===== config.mk =====
export PLATFORM = sky130hd
export DESIGN_NAME = pmu_frame_deframer_crc16
export DESIGN_NICKNAME = d
export VERILOG_FILES = /design/src/design/pmudf_pkg.sv /design/src/design/pmudf_parser.sv /design/src/design/pmudf_out_buf.sv /design/src/design/pmu_frame_deframer_crc16.sv
export SDC_FILE = /design/constraint.sdc
export NUM_CORES = 1
export LEC_CHECK = 0
export BUFFER_PORTS_ARGS = -buffer_cell sky130_fd_sc_hd__buf_4
export CAP_MARGIN = 10
export CELL_PAD_IN_SITES_DETAIL_PLACEMENT = 0
export CELL_PAD_IN_SITES_GLOBAL_PLACEMENT = 1
export CORE_MARGIN = 3
export CORE_UTILIZATION = 40
export DETAILED_ROUTE_END_ITERATION = 12
export PLACE_DENSITY_LB_ADDON = 0.2
export REMOVE_ABC_BUFFERS = 1
export SYNTH_ARGS = -nofsm -noshare
export SYNTH_HDL_FRONTEND = slang
export SYNTH_SLANG_ARGS = --single-unit

===== constraint.sdc =====
create_clock -name clk -period 5.5 [get_ports clk]
set_input_delay 0.55 -clock clk [delete_from_list [all_inputs] [get_ports clk]]
set_output_delay 0.55 -clock clk [all_outputs]
set_load 0.005 [all_outputs]

===== src/design/pmudf_pkg.sv =====
// Shared constants, result type and CRC helper for the frame deframer.
`default_nettype none
package pmudf_pkg;

  localparam logic [7:0]  StartByte     = 8'hA5;
  localparam logic [7:0]  EndByte       = 8'h5A;
  localparam logic [15:0] CrcPoly       = 16'hA001;
  localparam logic [15:0] CrcInit       = 16'hFFFF;
  localparam logic [15:0] LengthCeiling = 16'd65532;
  localparam logic [15:0] LengthMin     = 16'd3;
  localparam logic [15:0] ShutdownCmd   = 16'h000D;

  // Status codes carried with each result.
  localparam logic [1:0] StatusGood   = 2'd0;
  localparam logic [1:0] StatusBadCrc = 2'd1;
  localparam logic [1:0] StatusBadEnd = 2'd2;
  localparam logic [1:0] StatusBadLen = 2'd3;

  typedef struct packed {
    logic [1:0]  status;
    logic [7:0]  source_addr;
    logic [7:0]  dest_addr;
    logic [15:0] frame_number;
    logic [15:0] command_code;
    logic [15:0] extra_length;
    logic        ack_wanted;
    logic        shutdown_request;
    logic [15:0] received_crc;
  } pmudf_result_t;

  // One byte of CRC-16/MODBUS, reflected, bit by bit.
  function automatic logic [15:0] crc16_byte(input logic [15:0] crc_in,
                                             input logic [7:0] data);
    logic [15:0] crc;
    crc = crc_in ^ {8'h00, data};
    for (int k = 0; k < 8; k++) begin
      if (crc[0]) begin
        crc = (crc >> 1) ^ CrcPoly;
      end else begin
        crc = crc >> 1;
      end
    end
    return crc;
  endfunction

endpackage
`default_nettype wire


===== src/design/pmudf_parser.sv =====
// Frame parser: phase sequencer, header capture and running CRC.
`default_nettype none
module pmudf_parser
  import pmudf_pkg::*;
(
  input  wire logic          clk,
  input  wire logic          rst,
  input  wire logic          cfg_we,
  input  wire logic [15:0]   cfg_wdata,
  input  wire logic          step,
  input  wire logic [7:0]    rx_byte,
  output logic               res_valid,
  output pmudf_result_t      res_data
);

  localparam logic [3:0] PhHunt  = 4'd0;
  localparam logic [3:0] PhSrc   = 4'd1;
  localparam logic [3:0] PhDst   = 4'd2;
  localparam logic [3:0] PhFnLo  = 4'd3;
  localparam logic [3:0] PhFnHi  = 4'd4;
  localparam logic [3:0] PhLenLo = 4'd5;
  localparam logic [3:0] PhLenHi = 4'd6;
  localparam logic [3:0] PhCmdLo = 4'd7;
  localparam logic [3:0] PhCmdHi = 4'd8;
  localparam logic [3:0] PhExtra = 4'd9;
  localparam logic [3:0] PhAck   = 4'd10;
  localparam logic [3:0] PhCrcLo = 4'd11;
  localparam logic [3:0] PhCrcHi = 4'd12;
  localparam logic [3:0] PhEnd   = 4'd13;

  logic [15:0] max_length;
  logic [3:0]  phase, phase_next;
  logic [15:0] byte_count, byte_count_next;
  logic [15:0] frame_length, frame_length_next;
  logic [15:0] running_crc, running_crc_next;
  logic [7:0]  held_source, held_source_next;
  logic [7:0]  held_dest, held_dest_next;
  logic [15:0] held_frame_number, held_frame_number_next;
  logic [15:0] held_command, held_command_next;
  logic        held_ack_flag, held_ack_flag_next;
  logic [15:0] held_crc, held_crc_next;

  logic [15:0] crc_upd;
  logic [15:0] limit;
  logic [15:0] len_full;
  logic [15:0] extra_count;
  logic [1:0]  end_status;

  assign crc_upd     = crc16_byte(running_crc, rx_byte);
  assign limit       = (max_length > LengthCeiling) ? LengthCeiling : max_length;
  assign len_full    = {rx_byte, frame_length[7:0]};
  assign extra_count = frame_length - LengthMin;

  // End-marker check wins over the CRC compare.
  always_comb begin
    if (rx_byte != EndByte) begin
      end_status = StatusBadEnd;
    end else if (held_crc != running_crc) begin
      end_status = StatusBadCrc;
    end else begin
      end_status = StatusGood;
    end
  end

  // Next-state and result logic for one received byte.
  always_comb begin
    phase_next             = phase;
    byte_count_next        = byte_count;
    frame_length_next      = frame_length;
    running_crc_next       = running_crc;
    held_source_next       = held_source;
    held_dest_next         = held_dest;
    held_frame_number_next = held_frame_number;
    held_command_next      = held_command;
    held_ack_flag_next     = held_ack_flag;
    held_crc_next          = held_crc;
    res_valid              = 1'b0;
    res_data               = '0;
    res_data.source_addr   = held_source;
    res_data.dest_addr     = held_dest;
    res_data.frame_number  = held_frame_number;

    case (phase)
      PhHunt: begin
        if (rx_byte == StartByte) begin
          running_crc_next       = CrcInit;
          held_source_next       = '0;
          held_dest_next         = '0;
          held_frame_number_next = '0;
          held_command_next      = '0;
          held_ack_flag_next     = 1'b0;
          held_crc_next          = '0;
          frame_length_next      = '0;
          byte_count_next        = '0;
          phase_next             = PhSrc;
        end
      end
      PhSrc: begin
        running_crc_next = crc_upd;
        held_source_next = rx_byte;
        phase_next       = PhDst;
      end
      PhDst: begin
        running_crc_next = crc_upd;
        held_dest_next   = rx_byte;
        phase_next       = PhFnLo;
      end
      PhFnLo: begin
        running_crc_next       = crc_upd;
        held_frame_number_next = {8'h00, rx_byte};
        phase_next             = PhFnHi;
      end
      PhFnHi: begin
        running_crc_next       = crc_upd;
        held_frame_number_next = {rx_byte, held_frame_number[7:0]};
        phase_next             = PhLenLo;
      end
      PhLenLo: begin
        running_crc_next  = crc_upd;
        frame_length_next = {8'h00, rx_byte};
        phase_next        = PhLenHi;
      end
      PhLenHi: begin
        running_crc_next  = crc_upd;
        frame_length_next = len_full;
        // A rejected length reports right away with only the header filled.
        if ((len_full < LengthMin) || (len_full > limit)) begin
          res_valid       = 1'b1;
          res_data.status = StatusBadLen;
          phase_next      = PhHunt;
        end else begin
          phase_next = PhCmdLo;
        end
      end
      PhCmdLo: begin
        running_crc_next  = crc_upd;
        held_command_next = {8'h00, rx_byte};
        phase_next        = PhCmdHi;
      end
      PhCmdHi: begin
        running_crc_next  = crc_upd;
        held_command_next = {rx_byte, held_command[7:0]};
        byte_count_next   = extra_count;
        phase_next        = (extra_count == 16'd0) ? PhAck : PhExtra;
      end
      PhExtra: begin
        running_crc_next = crc_upd;
        byte_count_next  = byte_count - 16'd1;
        if (byte_count == 16'd1) begin
          phase_next = PhAck;
        end
      end
      PhAck: begin
        running_crc_next   = crc_upd;
        held_ack_flag_next = (rx_byte != 8'h00);
        phase_next         = PhCrcLo;
      end
      PhCrcLo: begin
        held_crc_next = {8'h00, rx_byte};
        phase_next    = PhCrcHi;
      end
      PhCrcHi: begin
        held_crc_next = {rx_byte, held_crc[7:0]};
        phase_next    = PhEnd;
      end
      PhEnd: begin
        phase_next                = PhHunt;
        res_valid                 = 1'b1;
        res_data.status           = end_status;
        res_data.command_code     = held_command;
        res_data.extra_length     = extra_count;
        res_data.ack_wanted       = held_ack_flag;
        res_data.shutdown_request = (end_status == StatusGood) &&
                                    (held_command == ShutdownCmd);
        res_data.received_crc     = held_crc;
      end
      default: begin
        phase_next = PhHunt;
      end
    endcase

    if (!step) begin
      res_valid = 1'b0;
    end
  end

  // Configuration register.
  always_ff @(posedge clk) begin
    if (rst) begin
      max_length <= LengthCeiling;
    end else if (cfg_we) begin
      max_length <= cfg_wdata;
    end
  end

  // Parser state, advanced once per accepted byte.
  always_ff @(posedge clk) begin
    if (rst) begin
      phase             <= PhHunt;
      byte_count        <= '0;
      frame_length      <= '0;
      running_crc       <= CrcInit;
      held_source       <= '0;
      held_dest         <= '0;
      held_frame_number <= '0;
      held_command      <= '0;
      held_ack_flag     <= 1'b0;
      held_crc          <= '0;
    end else if (step) begin
      phase             <= phase_next;
      byte_count        <= byte_count_next;
      frame_length      <= frame_length_next;
      running_crc       <= running_crc_next;
      held_source       <= held_source_next;
      held_dest         <= held_dest_next;
      held_frame_number <= held_frame_number_next;
      held_command      <= held_command_next;
      held_ack_flag     <= held_ack_flag_next;
      held_crc          <= held_crc_next;
    end
  end

endmodule
`default_nettype wire


===== src/design/pmudf_out_buf.sv =====
// Result register with a skid stage between the parser and the output channel.
`default_nettype none
module pmudf_out_buf
  import pmudf_pkg::*;
(
  input  wire logic          clk,
  input  wire logic          rst,
  input  wire logic          push,
  input  pmudf_result_t      push_data,
  output logic               room,
  output logic               out_valid,
  input  wire logic          out_ready,
  output pmudf_result_t      out_data
);

  logic          skid_valid;
  pmudf_result_t skid_data;
  logic          drain;

  assign drain = out_valid && out_ready;
  assign room  = !skid_valid;

  // Output register and skid, refilled in arrival order.
  always_ff @(posedge clk) begin
    if (rst) begin
      out_valid  <= 1'b0;
      skid_valid <= 1'b0;
    end else if (drain) begin
      if (skid_valid) begin
        out_data   <= skid_data;
        skid_valid <= 1'b0;
      end else if (push) begin
        out_data <= push_data;
      end else begin
        out_valid <= 1'b0;
      end
    end else if (push) begin
      if (out_valid) begin
        skid_data  <= push_data;
        skid_valid <= 1'b1;
      end else begin
        out_data  <= push_data;
        out_valid <= 1'b1;
      end
    end
  end

endmodule
`default_nettype wire


===== src/design/pmu_frame_deframer_crc16.sv =====
// Top level of the framed serial deframer with CRC-16/MODBUS check.
// A frame's result is registered in the output register, or in the skid stage.
// Throughput: one byte per cycle unless held off; parser steps once per transfer.
// Input is held off only while the skid stage behind the output register is full.
// Reset (rst, synchronous): hunting for start byte, max_length 65532, no result.
`default_nettype none
module pmu_frame_deframer_crc16
  import pmudf_pkg::*;
(
  input  wire logic        clk,
  input  wire logic        rst,
  input  wire logic        cfg_we,
  input  wire logic [15:0] cfg_wdata,
  input  wire logic        in_valid,
  output logic             in_ready,
  input  wire logic [7:0]  rx_byte,
  output logic             out_valid,
  input  wire logic        out_ready,
  output logic [1:0]       status,
  output logic [7:0]       source_addr,
  output logic [7:0]       dest_addr,
  output logic [15:0]      frame_number,
  output logic [15:0]      command_code,
  output logic [15:0]      extra_length,
  output logic             ack_wanted,
  output logic             shutdown_request,
  output logic [15:0]      received_crc
);

  logic          step;
  logic          res_valid;
  pmudf_result_t res_data;
  pmudf_result_t out_data;

  assign step = in_valid && in_ready;

  pmudf_parser u_parser (
    .clk       (clk),
    .rst       (rst),
    .cfg_we    (cfg_we),
    .cfg_wdata (cfg_wdata),
    .step      (step),
    .rx_byte   (rx_byte),
    .res_valid (res_valid),
    .res_data  (res_data)
  );

  pmudf_out_buf u_out_buf (
    .clk       (clk),
    .rst       (rst),
    .push      (res_valid),
    .push_data (res_data),
    .room      (in_ready),
    .out_valid (out_valid),
    .out_ready (out_ready),
    .out_data  (out_data)
  );

  // Unpack the result onto the field ports.
  assign status           = out_data.status;
  assign source_addr      = out_data.source_addr;
  assign dest_addr        = out_data.dest_addr;
  assign frame_number     = out_data.frame_number;
  assign command_code     = out_data.command_code;
  assign extra_length     = out_data.extra_length;
  assign ack_wanted       = out_data.ack_wanted;
  assign shutdown_request = out_data.shutdown_request;
  assign received_crc     = out_data.received_crc;

endmodule
`default_nettype wire


# ---- Word level (Yosys, flattened, before mapping)
# Cells that the tools add are included.
dict set report op_classes {
  muxes 44
  order_cmp 3
  n_eq_ne 23
  addsub 2
  reduce_logical 44
  bitwise_logic 15
}
# operator count
set ops {}
lappend ops {{two-way mux 84 bit} 5}
lappend ops {{case mux 16 bit (3 select lines)} 5}
lappend ops {{two-way mux 16 bit} 11}
lappend ops {{case mux 4 bit (13 select lines)} 1}
lappend ops {{two-way mux 50 bit} 1}
lappend ops {{AND reduction 3 bit} 11}
lappend ops {{case mux 16 bit (2 select lines)} 1}
lappend ops {{case mux 8 bit (2 select lines)} 2}
lappend ops {{equality test 4 bit, second input constant} 6}
lappend ops {{inverter 2 -> 3 bit} 8}
lappend ops {{AND reduction 4 bit} 6}
lappend ops {{nonzero test 2 bit} 10}
lappend ops {{equality test 16 x 1 -> 1 bit, second input constant} 1}
lappend ops {{equality test 16 x 4 -> 1 bit, second input constant} 1}
lappend ops {{equality test 4 x 3 -> 1 bit, second input constant} 4}
lappend ops {{> comparator 16 bit} 1}
lappend ops {{> comparator 16 bit, second input constant} 1}
lappend ops {{logical NOT 16 bit} 1}
lappend ops {{less-than comparator 16 x 2 -> 1 bit, second input constant} 1}
lappend ops {{inequality test 16 bit} 1}
lappend ops {{subtractor 16 x 1 -> 16 bit, second input constant} 1}
lappend ops {{subtractor 16 x 2 -> 16 bit, second input constant} 1}
lappend ops {{bitwise XOR 16 x 8 -> 16 bit} 1}
lappend ops {{nonzero test 3 bit} 5}
lappend ops {{other kinds (23)} 45}
dict set report word_totals {
  in_bits 29
  wordCells 166
  reg_bits 303
  out_inout_bits 86
}

# ---- Longest topological paths before layout
# Gate-level depths: netlist (run 1).
dict set report logic_depth {
  depth_word 18
  mapped_depth 11
}

# ---- Hierarchy
# Synthesis (run 1) repeated with hierarchy kept, for this count alone.
dict set report hier_totals {
  hier_cells 1148
  hier_area_um2 13319.0
}
# mod area_per_inst_um2 seq_area_each_um2 cells_per_inst instances
set by_module_without_submodules {}
lappend by_module_without_submodules {pmudf_parser 6905.4 2662.6 873 1}
lappend by_module_without_submodules {pmudf_out_buf 6407.4 5084.9 274 1}
lappend by_module_without_submodules {pmu_frame_deframer_crc16 6.3 0.0 1 1}

# ---- Least setup slack after synthesis (run 1)
# Ideal clock, no wire load.
dict set report synth_timing {
  path_type {input to register}
  from {input rx_byte[7]}
  to {register u_out_buf.skid_data[0] (netlist name) (enable)}
  required_time_ns 5.050
  n_path_buf 0
  setup_time_ns 0.450
  cell_stages 8
  t_arrival_ns 3.956
  setup_slack_ns 1.094
  path_cell_list {ha_1 nand4_1 nor4_1 a21boi_0 o31ai_1 a21bo_2 nand2_1 and4_1}
}
dict set report synth_between {
  elab_chain_cells 6
  word_cells_on_any_way 7
  classes_between {order compare: 2; mux: 3; reduce/logical: 2}
}
# item line
set synth_lines {}
lappend synth_lines {{start, declared} pmu_frame_deframer_crc16.sv:16} ;# input wire logic [7:0] rx_byte,
lappend synth_lines {{less-than comparator 16 x 2 -> 1 bit or > comparator 16 bit (tied branches)} pmudf_parser.sv:127} ;# if ((len_full < LengthMin) || (len_full > limit)) begin
lappend synth_lines {{logical OR 1 bit *} pmudf_parser.sv:127}
lappend synth_lines {{two-way mux 1 bit *} pmudf_parser.sv:127}
lappend synth_lines {{case mux 1 bit (2 select lines) *} pmudf_parser.sv:83} ;# case (phase)
lappend synth_lines {{two-way mux 1 bit *} pmudf_parser.sv:182} ;# if (!step) begin
lappend synth_lines {{AND reduction 4 bit (no source line) *} --}
lappend synth_lines {{end signal, assigned} pmudf_out_buf.sv:39} ;# skid_data <= push_data;
lappend synth_lines {{end, declared} pmudf_out_buf.sv:17} ;# pmudf_result_t skid_data;
# Every way passes the cells marked *; elsewhere a longest branch is shown, timed or not.
# A chain may end at the register's enable or synchronous reset.

# ---- Worst setup path after layout (run 1)
dict set report layout_timing {
  from {register u_parser.max_length[13]}
  to {register u_out_buf.out_data[80] (netlist name)}
}
dict set report layout_between {
  elab_chain_cells 9
  word_cells_on_any_way 10
  classes_between {order compare: 2; mux: 4; reduce/logical: 4}
}
# item line
set layout_lines {}
lappend layout_lines {{start, declared} pmudf_parser.sv:31} ;# logic [15:0] max_length;
lappend layout_lines {{start signal, assigned} pmudf_parser.sv:190} ;# max_length <= LengthCeiling;
lappend layout_lines {{start signal, assigned} pmudf_parser.sv:192} ;# max_length <= cfg_wdata;
lappend layout_lines {{> comparator 16 bit} pmudf_parser.sv:50} ;# assign limit = (max_length > LengthCeiling) ? LengthCeiling : max_length;
lappend layout_lines {{two-way mux 16 bit *} pmudf_parser.sv:50}
lappend layout_lines {{> comparator 16 bit *} pmudf_parser.sv:127}
lappend layout_lines {{logical OR 1 bit *} pmudf_parser.sv:127}
lappend layout_lines {{two-way mux 1 bit *} pmudf_parser.sv:127}
lappend layout_lines {{case mux 1 bit (2 select lines) *} pmudf_parser.sv:83}
lappend layout_lines {{two-way mux 1 bit *} pmudf_parser.sv:182}
lappend layout_lines {{nonzero test 2 bit (no source line)} --}
lappend layout_lines {{AND reduction 4 bit (no source line) *} --}
# Marks and branches as above.

==> results of run 1 <==
power breakdown:
| part | internal [W] | switching (W) | total (W) | leakage [nW] |
|---|---|---|---|---|
| Combinational | 0.0000430 | 0.0000849 | 0.000128 | 2.50 |
| Sequential | 0.00237 | 0.00000441 | 0.00238 | 2.74 |
| Clock | 0.00132 | 0.000894 | 0.00221 | 0.526 |
layer usage:
layer | part of all wire [%] | routed length, um
met1 | 49 | 16300
met2 | 44 | 14600
met3 | 4.5 | 1470
met4 | 1.7 | 549
met5 | 0 | 0
state kept, by name, indices dropped and copies added, names as in the netlist:
name                        count
u_out_buf.skid_data            84
u_parser.held_command          16
u_parser.held_frame_number     16
u_out_buf.out_valid             1
u_parser.held_crc              16
u_parser.frame_length          16
u_parser.held_dest              8
u_parser.byte_count            16
u_out_buf.skid_valid            1
u_parser.held_ack_flag          1
u_parser.running_crc           16
u_out_buf.out_data             84
u_parser.max_length            16
u_parser.phase                  4
u_parser.held_source            8
through the flow:
| stage | util, % | power, W | cells |
|---|---|---|---|
| 2_1_floorplan | - | 0.00248 | 1138 |
| 3_3_place_gp | 45.1 | 0.00255 | 1702 |
| 3_5_place_dp | 45.1 | 0.00255 | 1702 |
| 4_1_cts | 48.4 | 0.00477 | 1763 |
| 5_1_grt | 48.4 | 0.00488 | 1763 |
| 6_report | 48.4 | 0.00472 | 1763 |
cells by family after synthesis:
family	synth area share (%)
AOI/OAI and AO/OA	12.1
xor gates and xnor gates	3.58
adders and majority gates	1.80
buffers and inverters	3.20
DFF	58.7
muxes	5.27
and+or+nand+nor	15.4
worst register-to-register path, stage by stage (launching register included):
cell and delay [ns]:
dfxtp_1 0.33, inv_1 0.07, ha_1 0.30, nand4_1 0.17, nor4_1 0.38, a21boi_0 0.23
o31ai_1 0.18, a21bo_2 0.29, a21boi_0 0.21, o211a_4 0.69, buf_4 0.57
worst max-delay path by stage:
stage,from,end,slack (ns),depth (start not counted)
6_report,u_parser.max_length[13],u_out_buf.out_data[80],1.68,10
3_5_place_dp,rx_byte[7],u_out_buf.out_data[60],1.22,10
3_3_place_gp,rx_byte[7],u_out_buf.out_data[60],1.37,10
4_1_cts,u_parser.max_length[14],u_out_buf.out_data[80],1.65,10
5_1_grt,u_parser.max_length[14],u_out_buf.out_data[67],1.33,12
2_1_floorplan,out_ready,u_out_buf.out_data[37],0.20,3
layout make-up:
class | count | area share, %
Multi-Input combinational cell | 803 | 32.6
Clock buffer | 50 | 6.27
Timing Repair Buffer | 129 | 6.24
Sequential cell | 303 | 49.9
Tap cell | 435 | 3.51
Clock inverter | 11 | 0.685
Inverter | 32 | 0.774
cell usage in the layout, fill, tap and decap left out, drive strengths merged, types with 11 or more instances in the layout:
master  instances
nand2         132
o22ai          14
buf           129
clkbuf         50
dfxtp         135
xor2           29
inv            33
nand4          11
xnor2          25
a22oi          54
nor4           23
ha             19
o21ai          49
o31ai          16
nor2          112
nand3          45
a21oi          57
and2           35
mux2           60
nor3           25
edfxtp        168
or3            12
o211ai         16
==> impl_results.md, run 1 <==
- Via count: a little over 9000
- Leak: approximately 5.8 nW
- Max incr delay on CP: just under 0.7 ns
- Post-Synthesis Cells: about 1200
- Die Span Y: 188 um
- Hold Fails Final Rpt: 0
- Clk_lat worst skew: about 0.51 ns
- Worst Path Arrival: 3.96 ns
- Hold Path Cell Cnt: 3
- Vias per cell: 5.30
- F_max: ~260 MHz
- Worst EP required: 5.64 ns
- Cell with the most instances after synthesis: edfxtp_1
- Yosys top cell by area: edfxtp_1
- Synth cell types: between 60 and 70
- Slew margin rel.: roughly a quarter
- Final wirelength: roughly 33000 um
- Unrepaired setup endpoints after global routing: false
- Number of optimization iterations in the first detailed-route pass: 5
- Fill cell count: 3029
- Slowest-stage cell, CP: o211a_4
- Max-slew violations: 0
- Post-synthesis sequential area ratio: 58.7%
- Starting density of the core: between 40% and 50%
- TritonCTS clock tree: built
- Placed cell areas: 14400 um^2
- Worst-path clk slew: around 0.06 ns
- CP startpoint kind: flip-flop
- Global-route wire length before repair: between 50000 and 60000 um
- Vias in the first global route: 9044
- Final min period: 3.82 ns
- Met2 Use GR: between 20 and 30%
- Htree depth: 2
- Post-route cell area: between 15000 and 20000 um^2
- Worst r2r dst: u_out_buf.out_data[80]
- Top cells by count, synth: edfxtp_1, dfxtp_1, nand2_1, nor2_1, clkbuf_1
- Avg Synthesized Cell Area: approximately 11 um^2
- Synth Register Bits: 303
- GR Util All Layers: a little under a fifth
- Chip width: between 150 and 200 um
- Async SR Flop Fraction: 0%
- Proportion of layout cells with a drive suffix above 1: approximately a fifth
- Worst Max-Slew Pin Slew: 1.10 ns
- Site Rows: 65
- Drt initial violations: ~640
- Reported max-cap violation count: 0
- Crit. End Element: flip-flop
- Worst r2r src: u_parser.max_length[13]
- Clock Path Buffers: 3
- Global routing usage on met3: ~2.7%
- Delay-heaviest family, CP: compound AO/OA/AOI/OAI gates
- CP Cell Sequence: inv_1 -> ha_1 -> nand4_1 -> nor4_1 -> a21boi_0 -> o31ai_1 -> a21bo_2 -> a21boi_0 -> o211a_4 -> buf_4
- Post-cts resize count: 0
- Area grow syn2layout: 17.5%
- Post-synth top area share: roughly two fifths
- Total Neg Setup Slack: 0 ns
- Synth warn: 0
- Inserted Diodes: 0
- Crit-path max FO: 44
- Top_reg_cell synth: edfxtp_1
- FF-to-FF path depth: 10
- Fin worst setup slack: roughly 1.7 ns
- R2R setup slack: 1.68 ns
- Initial antenna violation count: 0
- Grt total ovfl: 0
- Crit path top cell by count: a21boi_0
- Worst hold path type: in -> reg
- Core area: 32000 um^2
- CTS Buf Count: 34
- Multi-input logic area: roughly 5000 um^2
- Final setup fails: 0
- Routability Congestion: approximately 0.85
- Cell area after synthesis: 13200 um^2
- Pwr dens: roughly 300 nW/um^2
- Largest net degree at the start of global routing: 64
- Top post-synthesis cells by area: edfxtp_1, dfxtp_1, mux2_2, nand2_1, nor2_1
- # hold bufs at CTS: 0
- Total setup buffers inserted after CTS: 0
- CTS root buf: clkbuf_16
- Hold_sp: cfg_wdata[11]
- Die Area: roughly 35000 um^2
- Hold Slack: roughly 0.26 ns
- M1 GR Usage: 27.1%
- Final HPWL DP: ~21000 um
- Skew final: between 0.015 and 0.02 ns
- Sink Count: ~300
- Min-Delay Endpoint: u_parser.max_length[11]
- Drt drc: 0
- IO Pins: approximately 120
- Status: complete, no violations
- Final clock period utilization by the worst path: a little over two thirds
- Worst ir drop on vdd: between 0.15 and 0.2 mV
- EDFF count, synth: approximately 170
- Final ANT Viol Nets: 0
- WP buf/inv: 2
- FF+latch area: 7750 um^2
- Grt peak-use layer: met2
- Final nets: 1351
- Critical path class: reg -> reg
- Drt wl/cell: approximately 19 um
- Dpl ws: between 1 and 1.5 ns
- # port buffers: about 110
No activity file was read; power rests on OpenSTA's default activity.
==> run 2, diff against run 1 <==
==> constraint.sdc (replaced) <==
create_clock -name clk -period 3.6 [get_ports clk]
set_input_delay 0.36 -clock clk [delete_from_list [all_inputs] [get_ports clk]]
set_output_delay 0.36 -clock clk [all_outputs]
set_load 0.005 [all_outputs]
==> run 2 against run 1 <==
Cell area is 1.4% higher. Hold slack worse by 0.20 ns. Worst setup slack lost 1.3 ns. Global-route usage grew 0.28 points. First-iteration DRC count grew 12%. Sequential power rose by 53%. Power grew 55%. Clock power grew 57%. Critical path type unchanged. Critical endpoint is now u_out_buf.out_data[75]. Largest cell class unchanged. Largest power group unchanged. Highest routed layer unchanged.
==> impl_results.md, run 2 (same netlist as run 1, synthesis figures left out) <==
- Post-cts resize count: 0
- Worst Path Arrival: between 3 and 4 ns
- Highest-count cells in the layout ignoring fill and taps: edfxtp_1, buf_4, dfxtp_1
- Status: complete, no violations
- Die Span Y: ~190 um
- Total setup buffers inserted after CTS: 0
- Comb pwr share: 2.9%
- Crit. End Element: flip-flop
- Final setup fails: 0
- Inst Count DP: 1719
- Skew final: 0.0253 ns
- Final clock period utilization by the worst path: between 80% and 90%
- Area grow syn2layout: 19.2%
- Hold Slack: approximately 0.06 ns
- Clk_lat worst skew: approximately 0.52 ns
- Die Area: approximately 35000 um^2
- # hold bufs at CTS: 0
- Critical path origin: u_parser.max_length[14]
- Critical path class: reg -> reg
- Clk pwr share: a little under half
- Multi-input logic area: around 5100 um^2
- Starting density of the core: between 40 and 50%
- Proportion of layout cells with a drive suffix above 1: between 20 and 25%
- Leak: 5.88 nW
- Drt initial violations: between 700 and 800
- Worst hold path type: in -> reg
- Final HPWL DP: around 22000 um
- Placed cell areas: between 10000 and 15000 um^2
- Worst ir drop on vdd: 0.275 mV
- Htree depth: 2
- FF+latch area: 7750 um^2
- Post-route cell area: ~16000 um^2
- Most common cell after layout, fill and taps aside: edfxtp_1
- Pwr dens: 465 nW/um^2
- Worst r2r src: u_parser.max_length[14]
- Min-Delay Endpoint: u_parser.max_length[9]
- Slew margin rel.: roughly two fifths
- Overall Power: approximately 0.0073 W
- Internal power: roughly 0.0058 W
- Routability Congestion: approximately 0.84
- GR Util All Layers: a little under a fifth
- Biggest registers after layout: u_out_buf.out_data: 84 flops, u_out_buf.skid_data: 84 flops
- CTS root buf: clkbuf_16
- Inserted Diodes: 0
- Max-slew violations: 0
- Grt total ovfl: 0
- Final wirelength: roughly 33000 um
- Fin cells: 1781
- TritonCTS clock tree: built
- Worst Max-Slew Pin Slew: roughly 0.88 ns
- Initial antenna violation count: 0
- Hold_sp: cfg_wdata[9]
- CTS Buf Count: 34
- Vias per cell: between 5 and 6
- R2R setup slack: 0.43 ns
- Vias in the first global route: just over 9000
- Drt drc: 0
- Reported max-cap violation count: 0
- Core area: roughly 32000 um^2
- Site Rows: between 60 and 70
- Worst EP required: approximately 3.8 ns
- Hold Path Cell Cnt: 3
- Worst-path clk slew: about 0.060 ns
- Part of the power in registers: between 40% and 50%
- CP startpoint kind: flip-flop
- Largest net degree at the start of global routing: between 100 and 150
- Drt wl/cell: 18.6 um
- Fill cell count: 3032
- # port buffers: between 100 and 150
- Chip width: between 150 and 200 um
- Unrepaired setup endpoints after global routing: false
- NetSw: roughly 0.0016 W
- Hold Fails Final Rpt: 0
- FF-to-FF path depth: 13
- Final ANT Viol Nets: 0
- Global-route wire length before repair: 52800 um
- IO Pins: around 120
- Number of optimization iterations in the first detailed-route pass: 6
- Sink Count: between 300 and 400
- Via count: between 9000 and 10000
- F_max: ~320 MHz
- Crit-path max FO: 50
- Switching Share: a little over a fifth
- Worst r2r dst: u_out_buf.out_data[75]
- Final min period: approximately 3.2 ns
- Clock Path Buffers: 3
- Final nets: 1368
-- run 2: cell count changes in the layout (fill, tap and decap cells not counted), moves of 2 or more --
cell,previous run,this run
bufinv_16,2,4
clkbuf_1,11,7
clkinv_1,6,4
clkinv_2,2,6
buf_12,0,5
buf_4,129,141
clkbuf_8,4,1
clkinvlp_4,0,2
-- run 2: critical path, cell delays in order, from the launching register on --
cell and delay (ns):
dfxtp_1 0.33, nand4_1 0.12, nor4_1 0.35, nand2b_1 0.17, ha_1 0.13, nor2b_1 0.13, o21ai_0 0.08, a21boi_0 0.16
o31ai_1 0.09, buf_4 0.16, a21bo_2 0.24, a21boi_0 0.23, o211a_4 0.32, buf_12 0.27
-- run 2: worst max-delay path by stage --
stage	end	slack (ns)	cells after the start
after floorplan	u_out_buf.out_data[37]	-1.56	3
after global placement	u_out_buf.out_data[75]	0.33	11
after detailed placement	u_out_buf.out_data[78]	0.33	11
after CTS	u_out_buf.out_data[76]	0.43	11
after global routing	u_out_buf.out_data[77]	0.15	11
final	u_out_buf.out_data[75]	0.43	13
-- run 2: layout make-up --
type                       instances  area share, %
clock inverter                    20           1.45
sequential                       303           49.2
tap                              435           3.46
clock buffer                      42           5.66
inverter                          32          0.763
multi-input combinational        803           32.1
timing repair buffer             146           7.36
-- run 2: stage by stage --
step	util (%)	worst slack, ns	setup TNS, ns
2_1_floorplan	-	-1.56	-213.76
3_3_place_gp	45.6	0.329	0
3_5_place_dp	45.6	0.328	0
4_1_cts	49.1	0.433	0
5_1_grt	49.1	0.149	0
6_report	49.1	0.427	0
-- run 2: power groups by stage --
stage          registers, W  logic (W)  clock network [W]
2_1_floorplan       0.00370  0.0000863                  0
3_3_place_gp        0.00371   0.000211                  0
3_5_place_dp        0.00371   0.000210                  0
4_1_cts             0.00363   0.000211            0.00357
5_1_grt             0.00363   0.000230            0.00369
6_report            0.00363   0.000211            0.00348
-- run 2: metal layers --
metal  global-route usage (%)  part of all wire, %  vias to the layer above
li1                         -                    -                     4644
met1                     27.3                   49                     4528
met2                     28.6                   44                      248
met3                     2.88                  4.8                       43
met4                     5.19                  2.2                        0
met5                        0                    0                        -
